$ cat src/dvc_pkg.sv
// Package for the distinct value counter: field widths, limits, command,
// result and state types. No dependencies.
package dvc_pkg;

    localparam int VALUE_W    = 10;
    localparam int COUNT_W    = 11;
    localparam int INDEX_W    = 5;
    localparam int TOTAL_W    = 6;
    localparam int MEAN_W     = 14;
    localparam int SUM_W      = 16;
    localparam int LOCI_W     = 11;
    localparam int DIVIDEND_W = SUM_W + 8;

    localparam logic [COUNT_W-1:0] COUNT_MAX = 11'd2047;
    localparam logic [SUM_W-1:0]   SUM_MAX   = 16'd65535;
    localparam logic [LOCI_W-1:0]  LOCI_MAX  = 11'd2047;
    localparam logic [MEAN_W-1:0]  MEAN_MAX  = 14'd16383;

    localparam int QUEUE_DEPTH = 2;
    localparam int QPTR_W      = $clog2(QUEUE_DEPTH);
    localparam int QCNT_W      = $clog2(QUEUE_DEPTH + 1);

    typedef enum logic [1:0] {
        KIND_COPY,
        KIND_LOCUS,
        KIND_SAMPLE
    } t_kind;

    typedef struct packed {
        logic [VALUE_W-1:0] value;
        t_kind              kind;
    } t_cmd;

    typedef struct packed {
        logic [MEAN_W-1:0]  mean;
        logic               ovf;
        logic               poly;
        logic [TOTAL_W-1:0] total;
        logic [INDEX_W-1:0] index;
        logic [COUNT_W-1:0] count;
        logic [VALUE_W-1:0] value;
        logic               is_mean;
        logic               last;
    } t_result;

    typedef enum logic [2:0] {
        ST_IDLE,
        ST_SEARCH,
        ST_CHECK,
        ST_EMIT,
        ST_DIV,
        ST_MEAN
    } t_state;

endpackage

$ cat src/dvc_front.sv
// Front end: accepts gene copies, classifies them and queues commands.
// Depends on dvc_pkg.
module dvc_front (
    input  logic          i_clk,
    input  logic          i_rst_n,
    input  logic          i_valid,
    output logic          o_ready,
    input  logic [9:0]    i_value,
    input  logic          i_locus_end,
    input  logic          i_sample_end,
    output logic          o_cmd_valid,
    output dvc_pkg::t_cmd o_cmd,
    input  logic          i_cmd_pop
);
    import dvc_pkg::*;

    t_cmd              r_slot [QUEUE_DEPTH];
    logic [QPTR_W-1:0] r_wp, r_rp;
    logic [QCNT_W-1:0] r_cnt;
    t_cmd              cmd_in;
    logic              push, pop;

    always_comb begin
        cmd_in.value = i_value;
        priority if (i_locus_end && i_sample_end) begin
            cmd_in.kind = KIND_SAMPLE;
        end else if (i_locus_end) begin
            cmd_in.kind = KIND_LOCUS;
        end else begin
            cmd_in.kind = KIND_COPY;
        end
    end

    assign o_ready     = r_cnt != QCNT_W'(QUEUE_DEPTH);
    assign o_cmd_valid = r_cnt != '0;
    assign o_cmd       = r_slot[r_rp];
    assign push        = i_valid && o_ready;
    assign pop         = i_cmd_pop && o_cmd_valid;

    always_ff @(posedge i_clk) begin
        if (!i_rst_n) begin
            r_wp  <= '0;
            r_rp  <= '0;
            r_cnt <= '0;
        end else begin
            if (push) begin
                r_wp <= r_wp + 1'b1;
            end
            if (pop) begin
                r_rp <= r_rp + 1'b1;
            end
            if (push && !pop) begin
                r_cnt <= r_cnt + 1'b1;
            end else if (pop && !push) begin
                r_cnt <= r_cnt - 1'b1;
            end
        end
    end

    always_ff @(posedge i_clk) begin
        if (push) begin
            r_slot[r_wp] <= cmd_in;
        end
    end

endmodule

$ cat src/dvc_div.sv
// Restoring divider, one quotient bit per cycle, for the per-sample mean.
// Depends on dvc_pkg.
module dvc_div (
    input  logic                             i_clk,
    input  logic                             i_rst_n,
    input  logic                             i_start,
    input  logic [dvc_pkg::DIVIDEND_W-1:0]   i_dividend,
    input  logic [dvc_pkg::LOCI_W-1:0]       i_divisor,
    output logic                             o_busy,
    output logic [dvc_pkg::DIVIDEND_W-1:0]   o_quotient
);
    import dvc_pkg::*;

    localparam int STEP_W = $clog2(DIVIDEND_W);

    logic                  r_busy;
    logic [STEP_W-1:0]     r_step;
    logic [LOCI_W-1:0]     r_rem;
    logic [LOCI_W-1:0]     r_div;
    logic [DIVIDEND_W-1:0] r_quo;
    logic [LOCI_W:0]       trial, diff;
    logic                  ge;

    assign trial = {r_rem, r_quo[DIVIDEND_W-1]};
    assign ge    = trial >= {1'b0, r_div};
    assign diff  = trial - {1'b0, r_div};

    always_ff @(posedge i_clk) begin
        if (!i_rst_n) begin
            r_busy <= 1'b0;
            r_step <= '0;
        end else if (i_start) begin
            r_busy <= 1'b1;
            r_step <= '0;
        end else if (r_busy) begin
            r_step <= r_step + 1'b1;
            if (r_step == STEP_W'(DIVIDEND_W - 1)) begin
                r_busy <= 1'b0;
            end
        end
    end

    always_ff @(posedge i_clk) begin
        if (i_start) begin
            r_rem <= '0;
            r_div <= i_divisor;
            r_quo <= i_dividend;
        end else if (r_busy) begin
            r_rem <= ge ? diff[LOCI_W-1:0] : trial[LOCI_W-1:0];
            r_quo <= {r_quo[DIVIDEND_W-2:0], ge};
        end
    end

    assign o_busy     = r_busy;
    assign o_quotient = r_quo;

endmodule

$ cat src/dvc_back.sv
// Back end: table search and update, per-locus emission and sample mean.
// Depends on dvc_pkg and dvc_div.
module dvc_back #(
    parameter int MAX_ALLELES = 32
) (
    input  logic             i_clk,
    input  logic             i_rst_n,
    input  logic             i_cmd_valid,
    input  dvc_pkg::t_cmd    i_cmd,
    output logic             o_cmd_pop,
    output logic             o_out_valid,
    input  logic             i_out_ready,
    output dvc_pkg::t_result o_out
);
    import dvc_pkg::*;

    localparam int AW = $clog2(MAX_ALLELES);
    localparam int UW = $clog2(MAX_ALLELES + 1);

    logic [VALUE_W-1:0] r_value_mem [MAX_ALLELES];
    logic [COUNT_W-1:0] r_count_mem [MAX_ALLELES];
    logic [VALUE_W-1:0] r_rd_value;
    logic [COUNT_W-1:0] r_rd_count;

    t_state             r_state, n_state;
    logic [AW-1:0]      r_ptr, n_ptr;
    logic [UW-1:0]      r_used, n_used;
    logic               r_ovf, n_ovf;
    logic [SUM_W-1:0]   r_sum, n_sum;
    logic [LOCI_W-1:0]  r_loci, n_loci;
    logic [VALUE_W-1:0] r_value, n_value;
    t_kind              r_kind, n_kind;
    t_result            r_out, n_out;
    logic               r_out_valid, n_out_valid;

    logic [AW-1:0]      rd_addr, waddr;
    logic               we;
    logic [VALUE_W-1:0] wvalue;
    logic [COUNT_W-1:0] wcount;
    logic               out_free, hit, at_end, full;
    logic [SUM_W:0]     sum_add;
    logic [SUM_W-1:0]   sum_close;
    logic [LOCI_W-1:0]  loci_close;
    logic [7:0]         ptr_wide;
    logic [8:0]         used_wide;
    logic               div_start, div_busy;
    logic [DIVIDEND_W-1:0] quotient;
    logic [MEAN_W-1:0]  mean_sat;

    dvc_div u_div (
        .i_clk      (i_clk),
        .i_rst_n    (i_rst_n),
        .i_start    (div_start),
        .i_dividend ({sum_close, 8'h00}),
        .i_divisor  (loci_close),
        .o_busy     (div_busy),
        .o_quotient (quotient)
    );

    assign out_free   = !r_out_valid || i_out_ready;
    assign hit        = r_rd_value == r_value;
    assign at_end     = (UW'(r_ptr) + UW'(1)) == r_used;
    assign full       = r_used == UW'(MAX_ALLELES);
    assign sum_add    = {1'b0, r_sum} + (SUM_W + 1)'(r_used);
    assign sum_close  = (sum_add > {1'b0, SUM_MAX}) ? SUM_MAX : sum_add[SUM_W-1:0];
    assign loci_close = (r_loci < LOCI_MAX) ? r_loci + 1'b1 : r_loci;
    assign ptr_wide   = 8'(r_ptr);
    assign used_wide  = 9'(r_used);
    assign mean_sat   = (quotient > DIVIDEND_W'(MEAN_MAX)) ? MEAN_MAX
                                                            : quotient[MEAN_W-1:0];

    always_comb begin
        n_state     = r_state;
        n_ptr       = r_ptr;
        n_used      = r_used;
        n_ovf       = r_ovf;
        n_sum       = r_sum;
        n_loci      = r_loci;
        n_value     = r_value;
        n_kind      = r_kind;
        n_out       = r_out;
        n_out_valid = r_out_valid && !i_out_ready;
        rd_addr     = r_ptr;
        we          = 1'b0;
        waddr       = r_ptr;
        wvalue      = r_value;
        wcount      = COUNT_W'(1);
        o_cmd_pop   = 1'b0;
        div_start   = 1'b0;

        unique case (r_state)
            ST_IDLE: begin
                if (i_cmd_valid) begin
                    o_cmd_pop = 1'b1;
                    n_value   = i_cmd.value;
                    n_kind    = i_cmd.kind;
                    n_ptr     = '0;
                    rd_addr   = '0;
                    if (r_used == '0) begin
                        we      = 1'b1;
                        waddr   = '0;
                        wvalue  = i_cmd.value;
                        n_used  = UW'(1);
                        n_state = ST_CHECK;
                    end else begin
                        n_state = ST_SEARCH;
                    end
                end
            end
            ST_SEARCH: begin
                priority if (hit) begin
                    we      = 1'b1;
                    wcount  = (r_rd_count < COUNT_MAX) ? r_rd_count + 1'b1 : r_rd_count;
                    n_state = ST_CHECK;
                end else if (at_end) begin
                    if (full) begin
                        n_ovf = 1'b1;
                    end else begin
                        we     = 1'b1;
                        waddr  = r_used[AW-1:0];
                        n_used = r_used + 1'b1;
                    end
                    n_state = ST_CHECK;
                end else begin
                    n_ptr   = r_ptr + 1'b1;
                    rd_addr = r_ptr + 1'b1;
                end
            end
            ST_CHECK: begin
                n_ptr   = '0;
                rd_addr = '0;
                n_state = (r_kind == KIND_COPY) ? ST_IDLE : ST_EMIT;
            end
            ST_EMIT: begin
                if (out_free) begin
                    n_out_valid   = 1'b1;
                    n_out.value   = r_rd_value;
                    n_out.count   = r_rd_count;
                    n_out.index   = ptr_wide[INDEX_W-1:0];
                    n_out.total   = used_wide[TOTAL_W-1:0];
                    n_out.poly    = r_used > UW'(1);
                    n_out.ovf     = r_ovf;
                    n_out.mean    = '0;
                    n_out.is_mean = 1'b0;
                    n_out.last    = at_end && (r_kind != KIND_SAMPLE);
                    if (at_end) begin
                        n_sum  = sum_close;
                        n_loci = loci_close;
                        n_used = '0;
                        n_ovf  = 1'b0;
                        if (r_kind == KIND_SAMPLE) begin
                            div_start = 1'b1;
                            n_state   = ST_DIV;
                        end else begin
                            n_state = ST_IDLE;
                        end
                    end else begin
                        n_ptr   = r_ptr + 1'b1;
                        rd_addr = r_ptr + 1'b1;
                    end
                end
            end
            ST_DIV: begin
                if (!div_busy) begin
                    n_state = ST_MEAN;
                end
            end
            ST_MEAN: begin
                if (out_free) begin
                    n_out_valid   = 1'b1;
                    n_out         = '0;
                    n_out.mean    = mean_sat;
                    n_out.is_mean = 1'b1;
                    n_out.last    = 1'b1;
                    n_sum         = '0;
                    n_loci        = '0;
                    n_state       = ST_IDLE;
                end
            end
            default: begin
                n_state = ST_IDLE;
            end
        endcase
    end

    always_ff @(posedge i_clk) begin
        if (!i_rst_n) begin
            r_state     <= ST_IDLE;
            r_ptr       <= '0;
            r_used      <= '0;
            r_ovf       <= 1'b0;
            r_sum       <= '0;
            r_loci      <= '0;
            r_kind      <= KIND_COPY;
            r_out_valid <= 1'b0;
        end else begin
            r_state     <= n_state;
            r_ptr       <= n_ptr;
            r_used      <= n_used;
            r_ovf       <= n_ovf;
            r_sum       <= n_sum;
            r_loci      <= n_loci;
            r_kind      <= n_kind;
            r_out_valid <= n_out_valid;
        end
    end

    always_ff @(posedge i_clk) begin
        r_value <= n_value;
        r_out   <= n_out;
    end

    always_ff @(posedge i_clk) begin
        if (we) begin
            r_value_mem[waddr] <= wvalue;
            r_count_mem[waddr] <= wcount;
        end
        r_rd_value <= r_value_mem[rd_addr];
        r_rd_count <= r_count_mem[rd_addr];
    end

    assign o_out_valid = r_out_valid;
    assign o_out       = r_out;

`ifndef SYNTH
    a_used_bound: assert property (@(posedge i_clk) disable iff (!i_rst_n)
        r_used <= UW'(MAX_ALLELES))
        else $error("table use count beyond capacity");

    a_ptr_in_table: assert property (@(posedge i_clk) disable iff (!i_rst_n)
        (r_state == ST_SEARCH || r_state == ST_EMIT) |-> (UW'(r_ptr) < r_used))
        else $error("scan pointer outside used entries");

    a_div_idle_start: assert property (@(posedge i_clk) disable iff (!i_rst_n)
        div_start |-> !div_busy)
        else $error("divider started while busy");

    a_mean_after_div: assert property (@(posedge i_clk) disable iff (!i_rst_n)
        (r_state == ST_MEAN) |-> !div_busy)
        else $error("mean taken before division finished");
`endif

endmodule

$ cat src/distinct_value_counter.sv
// Distinct value counter top level: front queue, table engine, mean divider.
// Depends on dvc_pkg, dvc_front, dvc_back, dvc_div.
//
// Gene copies stream in one per transfer; each is matched against the locus
// table by a scan of one entry per cycle through the table memory. A copy
// that ends a locus then emits one result per used entry, one per cycle
// while the output is taken, and clears the table. A copy that also ends a
// sample then runs the serial division (24 quotient steps) and emits one
// mean result (Q.8, saturated). A two-deep command queue lets input
// transfers continue while results are emitted.
module distinct_value_counter #(
    parameter int MAX_ALLELES = 32
) (
    input  logic        i_clk,
    input  logic        i_rst_n,
    input  logic        s_axis_tvalid,
    output logic        s_axis_tready,
    input  logic [15:0] s_axis_tdata,   // [9:0] allele_value
    input  logic        s_axis_tlast,   // locus_end
    input  logic        s_axis_tuser,   // sample_end
    output logic        m_axis_tvalid,
    input  logic        m_axis_tready,
    output logic [47:0] m_axis_tdata,   // entry_value, entry_count, entry_index,
                                        // distinct_total, polymorphic,
                                        // table_overflow, mean_distinct
    output logic        m_axis_tlast,   // last
    output logic        m_axis_tuser    // is_mean
);
    import dvc_pkg::*;

    logic    cmd_valid, cmd_pop;
    t_cmd    cmd;
    t_result res;

    dvc_front u_front (
        .i_clk        (i_clk),
        .i_rst_n      (i_rst_n),
        .i_valid      (s_axis_tvalid),
        .o_ready      (s_axis_tready),
        .i_value      (s_axis_tdata[9:0]),
        .i_locus_end  (s_axis_tlast),
        .i_sample_end (s_axis_tuser),
        .o_cmd_valid  (cmd_valid),
        .o_cmd        (cmd),
        .i_cmd_pop    (cmd_pop)
    );

    dvc_back #(
        .MAX_ALLELES (MAX_ALLELES)
    ) u_back (
        .i_clk       (i_clk),
        .i_rst_n     (i_rst_n),
        .i_cmd_valid (cmd_valid),
        .i_cmd       (cmd),
        .o_cmd_pop   (cmd_pop),
        .o_out_valid (m_axis_tvalid),
        .i_out_ready (m_axis_tready),
        .o_out       (res)
    );

    assign m_axis_tdata = {res.mean, res.ovf, res.poly, res.total,
                           res.index, res.count, res.value};
    assign m_axis_tlast = res.last;
    assign m_axis_tuser = res.is_mean;

endmodule
$ cat config.mk
export PLATFORM = sky130hd
export DESIGN_NAME = distinct_value_counter
export DESIGN_NICKNAME = d
export VERILOG_FILES = /design/src/dvc_pkg.sv /design/src/dvc_front.sv /design/src/dvc_div.sv /design/src/dvc_back.sv /design/src/distinct_value_counter.sv
export SDC_FILE = /design/constraint.sdc
export NUM_CORES = 1
export LEC_CHECK = 0
export BUFFER_PORTS_ARGS = -buffer_cell sky130_fd_sc_hd__buf_4
export CORE_ASPECT_RATIO = 0.5
export CORE_MARGIN = 8
export CORE_UTILIZATION = 51
export DETAILED_ROUTE_END_ITERATION = 7
export PLACE_DENSITY = 0.76
export SKIP_CTS_REPAIR_TIMING = 1
export SLEW_MARGIN = 20
export SYNTH_ARGS = -nofsm -noshare
export SYNTH_HDL_FRONTEND = slang
export SYNTH_SLANG_ARGS = --single-unit
$ cat constraint.sdc
create_clock -name i_clk -period 4.7 [get_ports i_clk]
set_input_delay 0.94 -clock i_clk [delete_from_list [all_inputs] [get_ports i_clk]]
set_output_delay 0.94 -clock i_clk [all_outputs]
set_load 0.005 [all_outputs]
* After elaboration in Yosys (flattened, before gate mapping) *
Memory sizes are Yosys's and may differ from the RTL's. A register that Yosys moved wholly into a read port is not among the register bits.
Index checks and enable logic that the tools add are counted.

storage, ports and cells
  memories kept = 3
  input port bits = 22
  output and inout bits = 52
  RAM bits = 696
  register bits = 161
  word-level logic and storage cells = 187

operators by class
  reduce and logical (&&, ||, !) cells = 29
  add/sub/neg operators = 12
  equal/unequal tests = 23
  muxes and demuxes = 86
  bitwise logic cells = 1
  order comparisons = 6

memory list
  name                words  width  rd ports  clocked after Yosys merged registers in  wr ports  RTL line         RTL
  u_back.r_count_mem  32     11     1         1                                        1         dvc_back.sv:21   logic [COUNT_W-1:0] r_count_mem [MAX_ALLELES];
  u_back.r_value_mem  32     10     1         1                                        1         dvc_back.sv:20   logic [VALUE_W-1:0] r_value_mem [MAX_ALLELES];
  u_front.r_slot      2      12     1         1                                        1         dvc_front.sv:17  t_cmd r_slot [QUEUE_DEPTH];

operators with widths
  kind                                                                                number
  50-bit two-way mux                                                                  2
  50-bit case mux with 2 select lines                                                 1
  11-bit two-way mux                                                                  8
  16-bit two-way mux                                                                  4
  24-bit two-way mux                                                                  2
  5-bit two-way mux                                                                   9
  6-bit two-way mux                                                                   7
  16-bit case mux with 2 select lines                                                 1
  10-bit two-way mux                                                                  3
  1-bit two-way mux                                                                   28
  24-bit by 14-bit greater-than comparator with 1-bit output (second input constant)  1
  3-bit two-way mux                                                                   8
  11-bit by 1-bit adder with 11-bit output (second input constant)                    2
  11-bit less-than comparator (second input constant)                                 2
  11-bit case mux with 2 select lines                                                 1
  5-bit case mux with 4 select lines                                                  1
  3-bit case mux with 6 select lines                                                  1
  6-bit case mux with 3 select lines                                                  1
  16-bit by 6-bit adder with 17-bit output                                            1
  17-bit by 16-bit greater-than comparator with 1-bit output (second input constant)  1
  14-bit two-way mux                                                                  1
  12-bit by 11-bit >= comparator with 1-bit output                                    1
  2-bit by 1-bit inequality test with 1-bit output (second input constant)            6
  2-bit inequality test (second input constant)                                       6
  35 further kinds                                                                    59

* Logic depth before layout (Yosys ltp) *
Gate-level depths: netlist (run 1).

  word-level depth = 7
  depth in mapped cells = 14
  depth with buffers taken out = 13

* Hierarchy *
From an unflattened synthesis (run 1), not the netlist that was laid out.

unflattened totals
  cell total of the unflattened synthesis = 2738
  area total of the unflattened synthesis = 36458.7 sq um

by module, submodules not included
  module     cells an instance  instances  sequential area each (sq um)  area an instance (sq um)
  dvc_back   2436               1          23302.3                       32601.3
  dvc_div    239                1          1391.3                        2741.4
  dvc_front  63                 1          820.8                         1116.1

* Worst setup path after synthesis (run 1) *
No wires, ideal clock.

  kind = in2reg
  start point = input m_axis_tready
  end point = register u_back.r_sum[12]
  setup slack = 0.322 ns
  data arrival time = 4.263 ns
  buffers on the path = 1
  required time = 4.585 ns
  stages on the path = 7
  library setup time = 0.115 ns
  cell sequence = nor2b_1 > nor2_1 > o21ai_0 > clkbuf_1 > nand2_1 > o21ai_0 > and2_1

between the ends
  cells in the longest elaborated chain, start to end = 3
  elaborated cells between the ends (all ways) = 4
  those cells by class = 2 x eq/ne; 2 x reduce/logical

ends and longest elaborated chain
  item                                                        RTL line                      RTL
  start, declared                                             distinct_value_counter.sv:22  input logic m_axis_tready,
  1-bit logical OR *                                          dvc_back.sv:60                assign out_free = !r_out_valid || i_out_ready;
  2-bit by 1-bit inequality test with 1-bit output (no line)  -
  4-bit AND reduction (no line) *                             -
  end signal, assigned                                        dvc_back.sv:201               r_sum <= n_sum;
  end, declared                                               dvc_back.sv:29                logic [SUM_W-1:0] r_sum, n_sum;

Mark *: on every way between the ends. The rest lies on a longest branch, timed or not.
A chain may end at the register's enable or synchronous reset.

* Worst setup path after layout (run 1) *
  start point = register u_back.r_value[7]
  end point = register u_back.r_rd_value[2] (read register of u_back.r_value_mem)

between the ends
  cells in the longest elaborated chain, start to end = 3

ends and longest elaborated chain
  item                                RTL line         RTL
  start, declared                     dvc_back.sv:31   logic [VALUE_W-1:0] r_value, n_value;
  start signal, assigned              dvc_back.sv:209  r_value <= n_value;
  10-bit == test                      dvc_back.sv:61   assign hit = r_rd_value == r_value;
  5-bit two-way mux                   dvc_back.sv:111  priority if (hit) begin
  5-bit case mux with 4 select lines  dvc_back.sv:91   unique case (r_state)
  end, declared                       dvc_back.sv:22   logic [VALUE_W-1:0] r_rd_value;

Every way passes these cells.

==> implementation parameters, run 1 <==
Parameter                              Value

Finish
  Count of filler cells inserted in the layout    5,294
  Final core utilization    0.585
  Area growth, synth to finish    13.6%
  Sequential Area    between 20,000 and 30,000 sq um
  Commonest non-fill, non-tap cells in the layout    sky130_fd_sc_hd__edfxtp_1 (783), sky130_fd_sc_hd__nand2_1 (401), sky130_fd_sc_hd__buf_4 (168)
  Number of nets in the final layout    2,906
  Non-Filler Instances    3,875
  Number of diodes added for antenna fixing    0
  Most common cell after layout, fill and taps aside    sky130_fd_sc_hd__edfxtp_1
  Fraction of layout instances using a drive strength above 1    0.148
  Area taken by multi-input logic gates    between 10,000 and 15,000 sq um
  Cell area after layout    41,500 sq um

Flow run
  Max Cap Viol    0

Power and ir drop
  Maximum VDD drop    around 0.39 mV
  Switching power total    6.02 mW
  Total power after layout    20.5 mW
  Cell area power density    493 nW/um^2
  Share of total power consumed by net switching    0.294
  Internal    14.4 mW
  Logic pwr share    0.203
  Clock share of power    0.302
  Sequential group share of total power    0.495
  Lkg Pwr    14.8 nW

Floorplan
  Die boundary height    slightly above 200 um
  Core ar.    71,000 sq um
  Chip Width    394 um
  DIE AREA    80,900 sq um
  Initial core utilization    0.515
  Row count    69
  Total I/O pin count    74

Detailed routing
  Antenna Nets Post-Route    0
  Ratio of routed vias to standard cells    a little under 6
  Met3 wire length    8230 um
  Uppermost metal layer occupied by signal nets    met4
  DR WL/cell    ~23 um
  DR WL met2    42,700 um
  Via count of the routed design    23,100
  Wire length on met1    34,600 um
  Post-Route WL    ~90,000 um
  Post-route DRC violation count    0
  DRC marker count from the first detailed-route iteration    about 2,600
  Number of iterations in the first detailed-routing pass    8

Clocking
  Number of buffers on the longest clock path    3
  Clock tree from TritonCTS    done
  Clock-pin slew reported for the worst setup and hold paths after clock tree synthesis    0.07 ns
  TritonCTS buffer count    76
  CTS H-Tree Depth    3
  Worst-Skew Late Latency    roughly 0.63 ns
  Cell chosen for the clock root    sky130_fd_sc_hd__clkbuf_16
  Clk sink count    879

Synthesis
  Number of flops mapped to enable cells by yosys    783
  Top FF cell, synth    sky130_fd_sc_hd__edfxtp_1
  Part of the Yosys area used for sequential elements    0.697
  Cell variety after synth    84
  Syn. warnings    0
  Share of synthesized flip-flops with an asynchronous set or reset    0
  Count of state elements after synthesis    879
  Cell count after synthesis    around 2,700
  Post-Syn Area    approximately 37,000 sq um
  Post-Syn Area per Cell    about 13 sq um
  Net Count, Synth    2,794

GRT
  Combined global-route utilization of all metal layers    0.216
  Wire length of the first global-routing pass    135,000 um
  Largest net degree at the start of global routing    62
  Number of antenna violations at the first check in global routing    0
  Total global routing overflow    0
  Vias in the first global route    22,500

Placement
  Number of port buffers    67
  Final weighted congestion of routability-driven global placement    0.904
  Pre-CTS worst setup slack    0.547 ns
  Placed cell areas    39,100 sq um
  Final HPWL DP    between 50,000 and 60,000 um
  Cell count after placement    roughly 3,700

Setup path
  Category of the most critical setup path    reg -> reg
  Crit-path max FO    21
  Data arrival time of the critical path    4.76 ns
  Req. time, crit path    5.19 ns
  Setup crit end kind    flop
  Setup crit start kind    flop

STA
  Transition time of the tightest slew-check pin    roughly 0.97 ns
  Highest attainable clock frequency    234 MHz
  Setup repair after global routing missed its margin    false
  Number of max-slew violations in the final report    0
  Worst Clk Skew    0.0173 ns
  Setup WS post-layout    0.429 ns
  Number of hold violations in the final report    0
  Final period demand of the worst path    ~4.3 ns
  Fin Setup TNS    0 ns
  Final critical-path share of the clock period    0.909
  Count of endpoints failing setup in the final report    0
  Relative slew margins    0.350
  Worst hold slack after final layout    0.484 ns

Hold path
  Hold crit path type    reg -> reg

Run status
  Status    complete, no violations
-- worst max-delay path: stages (launching register included) --
cell                        delay (ns)
sky130_fd_sc_hd__edfxtp_1         0.40
sky130_fd_sc_hd__xor2_1           0.18
sky130_fd_sc_hd__nor4_1           0.37
sky130_fd_sc_hd__nand3_1          0.40
sky130_fd_sc_hd__o21ai_1          0.53
sky130_fd_sc_hd__o21ai_1          0.26
sky130_fd_sc_hd__a31oi_4          0.44
sky130_fd_sc_hd__nor3_2           0.06
sky130_fd_sc_hd__buf_4            0.24
sky130_fd_sc_hd__a32oi_1          0.41
sky130_fd_sc_hd__o2111ai_1        0.39
sky130_fd_sc_hd__nor4_2           0.44
-- final timing paths --
check	from	to	slack (ns)	cells past startpoint
setup reg to reg	u_back.r_value[7]$_DFFE_PP_	u_back.r_rd_value[2]$_DFF_P_	0.43	11
setup / recovery	u_back.r_value[7]$_DFFE_PP_	u_back.r_rd_value[2]$_DFF_P_	0.43	11
hold / removal	u_back.u_div.r_rem[10]$_SDFFE_PP0P_	u_back.u_div.r_rem[10]$_SDFFE_PP0P_	0.48	1
hold reg to reg	u_back.u_div.r_rem[10]$_SDFFE_PP0P_	u_back.u_div.r_rem[10]$_SDFFE_PP0P_	0.48	1
-- state kept, by name, indices dropped and copies added (netlist names), 11 cells and up, named ones only --
register,count
u_back.r_sum,16
u_back.r_value_mem,320
u_back.r_rd_count,11
u_back.u_div.r_rem,11
u_back.r_count_mem,352
u_back.r_loci,11
u_front.r_slot,24
u_back.u_div.r_div,11
u_back.u_div.o_quotient,24
u_back.o_out,50
-- cells in the mapped netlist, types with 58 or more instances --
cell type                  instances  share of area
sky130_fd_sc_hd__edfxtp_1        783           0.64
sky130_fd_sc_hd__nor2_1          139          0.014
sky130_fd_sc_hd__buf_2            62         0.0085
sky130_fd_sc_hd__dfxtp_1          96          0.053
sky130_fd_sc_hd__mux2i_1         110          0.030
sky130_fd_sc_hd__nand3_1         143          0.020
sky130_fd_sc_hd__a211oi_1        110          0.023
sky130_fd_sc_hd__nand2_1         403          0.041
sky130_fd_sc_hd__and3_1           70          0.012
sky130_fd_sc_hd__o21ai_0          87          0.012
sky130_fd_sc_hd__clkbuf_1         82         0.0084
sky130_fd_sc_hd__a21oi_1          58         0.0079
-- layout make-up --
| type | count | area share |
|---|---|---|
| clock inverter | 45 | 0.00974 |
| tap | 958 | 0.0289 |
| inverter | 43 | 0.00389 |
| timing repair buffer | 203 | 0.0473 |
| sequential | 879 | 0.613 |
| multi-input combinational | 1654 | 0.249 |
| clock buffer | 93 | 0.0484 |
-- cells by family (layout without fill, tap and decap cells) --
| kind of cell | after synthesis | in the layout | share of synthesized area |
|---|---|---|---|
| AO/OA/AOI/OAI | 443 | 443 | 0.0829 |
| XOR/XNOR | 46 | 46 | 0.0112 |
| adder cells (fa/ha/maj) | 27 | 27 | 0.00966 |
| buffers and inverters | 212 | 384 | 0.0270 |
| flip-flops | 879 | 879 | 0.697 |
| multiplexers | 123 | 123 | 0.0342 |
| AND/OR/NAND/NOR | 1015 | 1015 | 0.138 |
-- routing by layer --
metal / global-route usage / up-vias
met5: 0 / -
met4: 0.0903 / 0
met3: 0.0537 / 221
met2: 0.360 / 1041
met1: 0.273 / 11400
li1: - / 10500
-- power groups by stage --
stage / registers, mW / clock network, mW / logic [mW]
after global placement: 10.3 / 0 / 3.99
after floorplan: 10.0 / 0 / 2.74
after global routing: 10.1 / 6.57 / 4.49
after CTS: 10.1 / 6.24 / 4.14
final: 10.1 / 6.18 / 4.16
after detailed placement: 10.3 / 0 / 4.12
(Power assumes the default switching activity.)
==> run 2: changes to the inputs <==
- ABC_AREA: not set -> 1
==> implementation parameters, run 2 <==
Parameter                              Value

Run status
  Status    complete, no violations (unchanged)

Synthesis
  Syn. warnings    0 (unchanged)
  Count of state elements after synthesis    879 (unchanged)
  Net Count, Synth    3,888 (was 2,794)
  Number of flops mapped to enable cells by yosys    783 (unchanged)
  Post-Syn Area    39,100 sq um (was 36,500 sq um)
  Cell variety after synth    46 (was 84)
  Part of the Yosys area used for sequential elements    0.650 (was 0.697)
  Cell count after synthesis    3,839 (was 2,745)
  Portion of netlist area occupied by mux cells    0.00314 (was 0.0342)
  Share of synthesized flip-flops with an asynchronous set or reset    0 (unchanged)
  Synthesized-area fraction occupied by xor and xnor cells    0.00605 (was 0.0112)
  Cell taking the most area after synthesis    sky130_fd_sc_hd__edfxtp_1 (unchanged)
  Post-Syn Area per Cell    10.2 sq um (was 13.3 sq um)
  Top FF cell, synth    sky130_fd_sc_hd__edfxtp_1 (unchanged)
  Synthesized-area fraction occupied by adder cells    0.00902 (was 0.00966)
  Combinational family with the most area after synthesis    simple AND/OR/NAND/NOR gates (unchanged)
  Fraction of post-synthesis cell area in the top cell type by area    0.601 (was 0.644)
  Synth Area in Simple Gates    0.222 (was 0.138)
  Post-synthesis compound-gate area fraction    0.0301 (was 0.0829)
  Cells taking the most area after synthesis    sky130_fd_sc_hd__edfxtp_1 (60%), sky130_fd_sc_hd__nand3_1 (9.5%), sky130_fd_sc_hd__nand2_1 (9.2%) (was sky130_fd_sc_hd__edfxtp_1 (64%), sky130_fd_sc_hd__dfxtp_1 (5.3%), sky130_fd_sc_hd__nand2_1 (4.1%))
  Most numerous cell in the Yosys netlist    sky130_fd_sc_hd__nand2_1 (was sky130_fd_sc_hd__edfxtp_1)
  Ranking of synthesized cells by instance count    sky130_fd_sc_hd__nand2_1 (962), sky130_fd_sc_hd__edfxtp_1 (783), sky130_fd_sc_hd__nand3_1 (743) (was sky130_fd_sc_hd__edfxtp_1 (783), sky130_fd_sc_hd__nand2_1 (403), sky130_fd_sc_hd__nand3_1 (143))

Finish
  Most common cell after layout, fill and taps aside    sky130_fd_sc_hd__nand2_1 (was sky130_fd_sc_hd__edfxtp_1)
  Fraction of layout instances using a drive strength above 1    0.0930 (was 0.148)
  Number of diodes added for antenna fixing    0 (unchanged)
  Biggest register    u_back.r_count_mem (unchanged)
  Area growth, synth to finish    11.6% (was 13.6%)
  Number of flip-flops under the largest register name    352 (unchanged)
  Number of nets in the final layout    3,923 (was 2,906)
  Final core utilization    0.578 (was 0.585)
  Commonest non-fill, non-tap cells in the layout    sky130_fd_sc_hd__nand2_1 (958), sky130_fd_sc_hd__edfxtp_1 (783), sky130_fd_sc_hd__nand3_1 (742) (was sky130_fd_sc_hd__edfxtp_1 (783), sky130_fd_sc_hd__nand2_1 (401), sky130_fd_sc_hd__buf_4 (168))

GRT
  Vias in the first global route    27,300 (was 22,500)
  Total global routing overflow    0 (unchanged)
  Largest net degree at the start of global routing    118 (was 62)
  Number of antenna violations at the first check in global routing    0 (unchanged)
  Combined global-route utilization of all metal layers    0.214 (was 0.216)
  Wire length of the first global-routing pass    148,000 um (was 135,000 um)

STA
  Transition time of the tightest slew-check pin    1.10 ns (was 0.970 ns)
  Highest attainable clock frequency    246 MHz (was 234 MHz)
  Final critical-path share of the clock period    0.866 (was 0.909)
  Worst Clk Skew    0.0264 ns (was 0.0173 ns)
  Number of hold violations in the final report    0 (unchanged)
  Setup repair after global routing missed its margin    false (unchanged)
  Count of endpoints failing setup in the final report    0 (unchanged)
  Final period demand of the worst path    4.07 ns (was 4.27 ns)
  Fin Setup TNS    0 ns (unchanged)
  Number of max-slew violations in the final report    0 (unchanged)
  Relative slew margins    0.262 (was 0.350)

Floorplan
  Initial core utilization    0.518 (was 0.515)
  DIE AREA    86,300 sq um (was 80,900 sq um)
  Die boundary height    212 um (was 205 um)
  Core ar.    75,500 sq um (was 71,000 sq um)
  Total I/O pin count    74 (unchanged)
  Chip Width    408 um (was 394 um)
  Row count    71 (was 69)

Detailed routing
  Antenna Nets Post-Route    0 (unchanged)
  Post-Route WL    95,000 um (was 89,500 um)
  Via count of the routed design    27,900 (was 23,100)
  Ratio of routed vias to standard cells    5.64 (was 5.96)
  Post-route DRC violation count    0 (unchanged)
  DRC marker count from the first detailed-route iteration    3,179 (was 2,615)
  Number of iterations in the first detailed-routing pass    5 (was 8)
  DR WL/cell    19.2 um (was 23.1 um)

Clocking
  Worst-Skew Late Latency    0.64 ns (was 0.63 ns)
  Number of buffers on the longest clock path    3 (unchanged)
  Clock-pin slew reported for the worst setup and hold paths after clock tree synthesis    0.06 ns (was 0.07 ns)
  Clk sink count    879 (unchanged)
  Cell chosen for the clock root    sky130_fd_sc_hd__clkbuf_16 (unchanged)
  CTS H-Tree Depth    3 (unchanged)
  Clock tree from TritonCTS    done (unchanged)
  TritonCTS buffer count    78 (was 76)

Setup path
  Crit-path max FO    16 (was 21)
  Data arrival time of the critical path    4.40 ns (was 4.76 ns)
  Req. time, crit path    5.03 ns (was 5.19 ns)
  Category of the most critical setup path    reg -> reg (unchanged)
  Setup crit end kind    flop (unchanged)
  Setup crit start kind    flop (unchanged)

Placement
  Final weighted congestion of routability-driven global placement    0.897 (was 0.904)
  Final HPWL DP    55,400 um (was 56,900 um)
  Number of port buffers    67 (unchanged)

Power and ir drop
  Lkg Pwr    17.8 nW (was 14.8 nW)
  Cell area power density    536 nW/um^2 (was 493 nW/um^2)
  Maximum VDD drop    0.461 mV (was 0.386 mV)

Hold path
  Hold crit path type    reg -> reg (unchanged)

Flow run
  Max Cap Viol    0 (unchanged)
-- run 2: path summary, 6_finish.rpt --
path                              start                            endpoint  slack (ns)  cells past startpoint
max reg2reg  u_back.r_ptr[1]$_SDFF_PN0_  u_back.r_count_mem[2][7]$_DFFE_PP_        0.63                     18
min           u_front.r_rp$_SDFFE_PN0P_           u_front.r_rp$_SDFFE_PN0P_        0.46                      1
max          u_back.r_ptr[1]$_SDFF_PN0_  u_back.r_count_mem[2][7]$_DFFE_PP_        0.63                     18
min reg2reg   u_front.r_rp$_SDFFE_PN0P_           u_front.r_rp$_SDFFE_PN0P_        0.46                      1
-- run 2: metal layers --
metal,GRT usage,vias to the layer above,share of wire
li1,-,12900,-
met3,0.0448,192,0.10
met5,0,-,0
met4,0.0684,0,0.024
met2,0.359,1416,0.48
met1,0.281,13400,0.40
-- run 2: kinds of logic (layout without fill, tap and decap cells) --
group                      count (synthesis)  count (layout)
AOI/OAI and AO/OA                        200             200
xor gates and xnor gates                  27              27
adders and majority gates                 27              27
buffers and inverters                    741             838
DFF                                      879             879
muxes                                     11              11
and+or+nand+nor                         1954            1954
-- run 2: cell type report --
class	instances	area (sq um)
fillers	5851	31900
repair buffers	161	1450
inverters	535	2010
flip-flops and latches	879	25400
clock buffers	105	2200
multi-input cells	2219	10800
well taps	1022	1280
clock inverters	37	432
-- run 2: through the flow --
step | instance area (sq um) | hold WS, ns | power (mW) | std cells | setup WS, ns
6_report | 43600 | 0.458 | 23.4 | 4958 | 0.631
5_1_grt | 43600 | 0.476 | 24.5 | 4958 | 0.310
4_1_cts | 43600 | 0.460 | 23.3 | 4958 | 0.719
3_5_place_dp | 41000 | 0.451 | 16.8 | 4816 | 0.767
3_3_place_gp | 41000 | 0.435 | 16.6 | 4816 | 0.857
2_1_floorplan | 39100 | 0.426 | 14.7 | 3839 | 0.408
-- run 2: power breakdown --
group,total [mW],switching (mW),internal [mW],leakage (nW)
Combinational,6.82,5.08,1.74,9.21
Clock,6.58,2.79,3.79,1.29
Sequential,9.99,0.313,9.68,7.32
-- run 2: worst max-delay path, stage by stage, from the launching register on --
cell and delay [ns]:
sky130_fd_sc_hd__dfxtp_1 0.52, sky130_fd_sc_hd__ha_1 0.28, sky130_fd_sc_hd__inv_1 0.05, sky130_fd_sc_hd__nand2_1 0.08
sky130_fd_sc_hd__nand2_1 0.11, sky130_fd_sc_hd__nand2_1 0.09, sky130_fd_sc_hd__nand3_1 0.07, sky130_fd_sc_hd__nor2_1 0.16
sky130_fd_sc_hd__nand2_1 0.12, sky130_fd_sc_hd__nor2_4 0.17, sky130_fd_sc_hd__nand3_2 0.19, sky130_fd_sc_hd__o21ai_0 0.20
sky130_fd_sc_hd__nand2_1 0.08, sky130_fd_sc_hd__nor2_1 0.33, sky130_fd_sc_hd__inv_1 0.11, sky130_fd_sc_hd__nor2_1 0.16
sky130_fd_sc_hd__nand2_1 0.29, sky130_fd_sc_hd__nor2_2 0.52, sky130_fd_sc_hd__buf_12 0.24
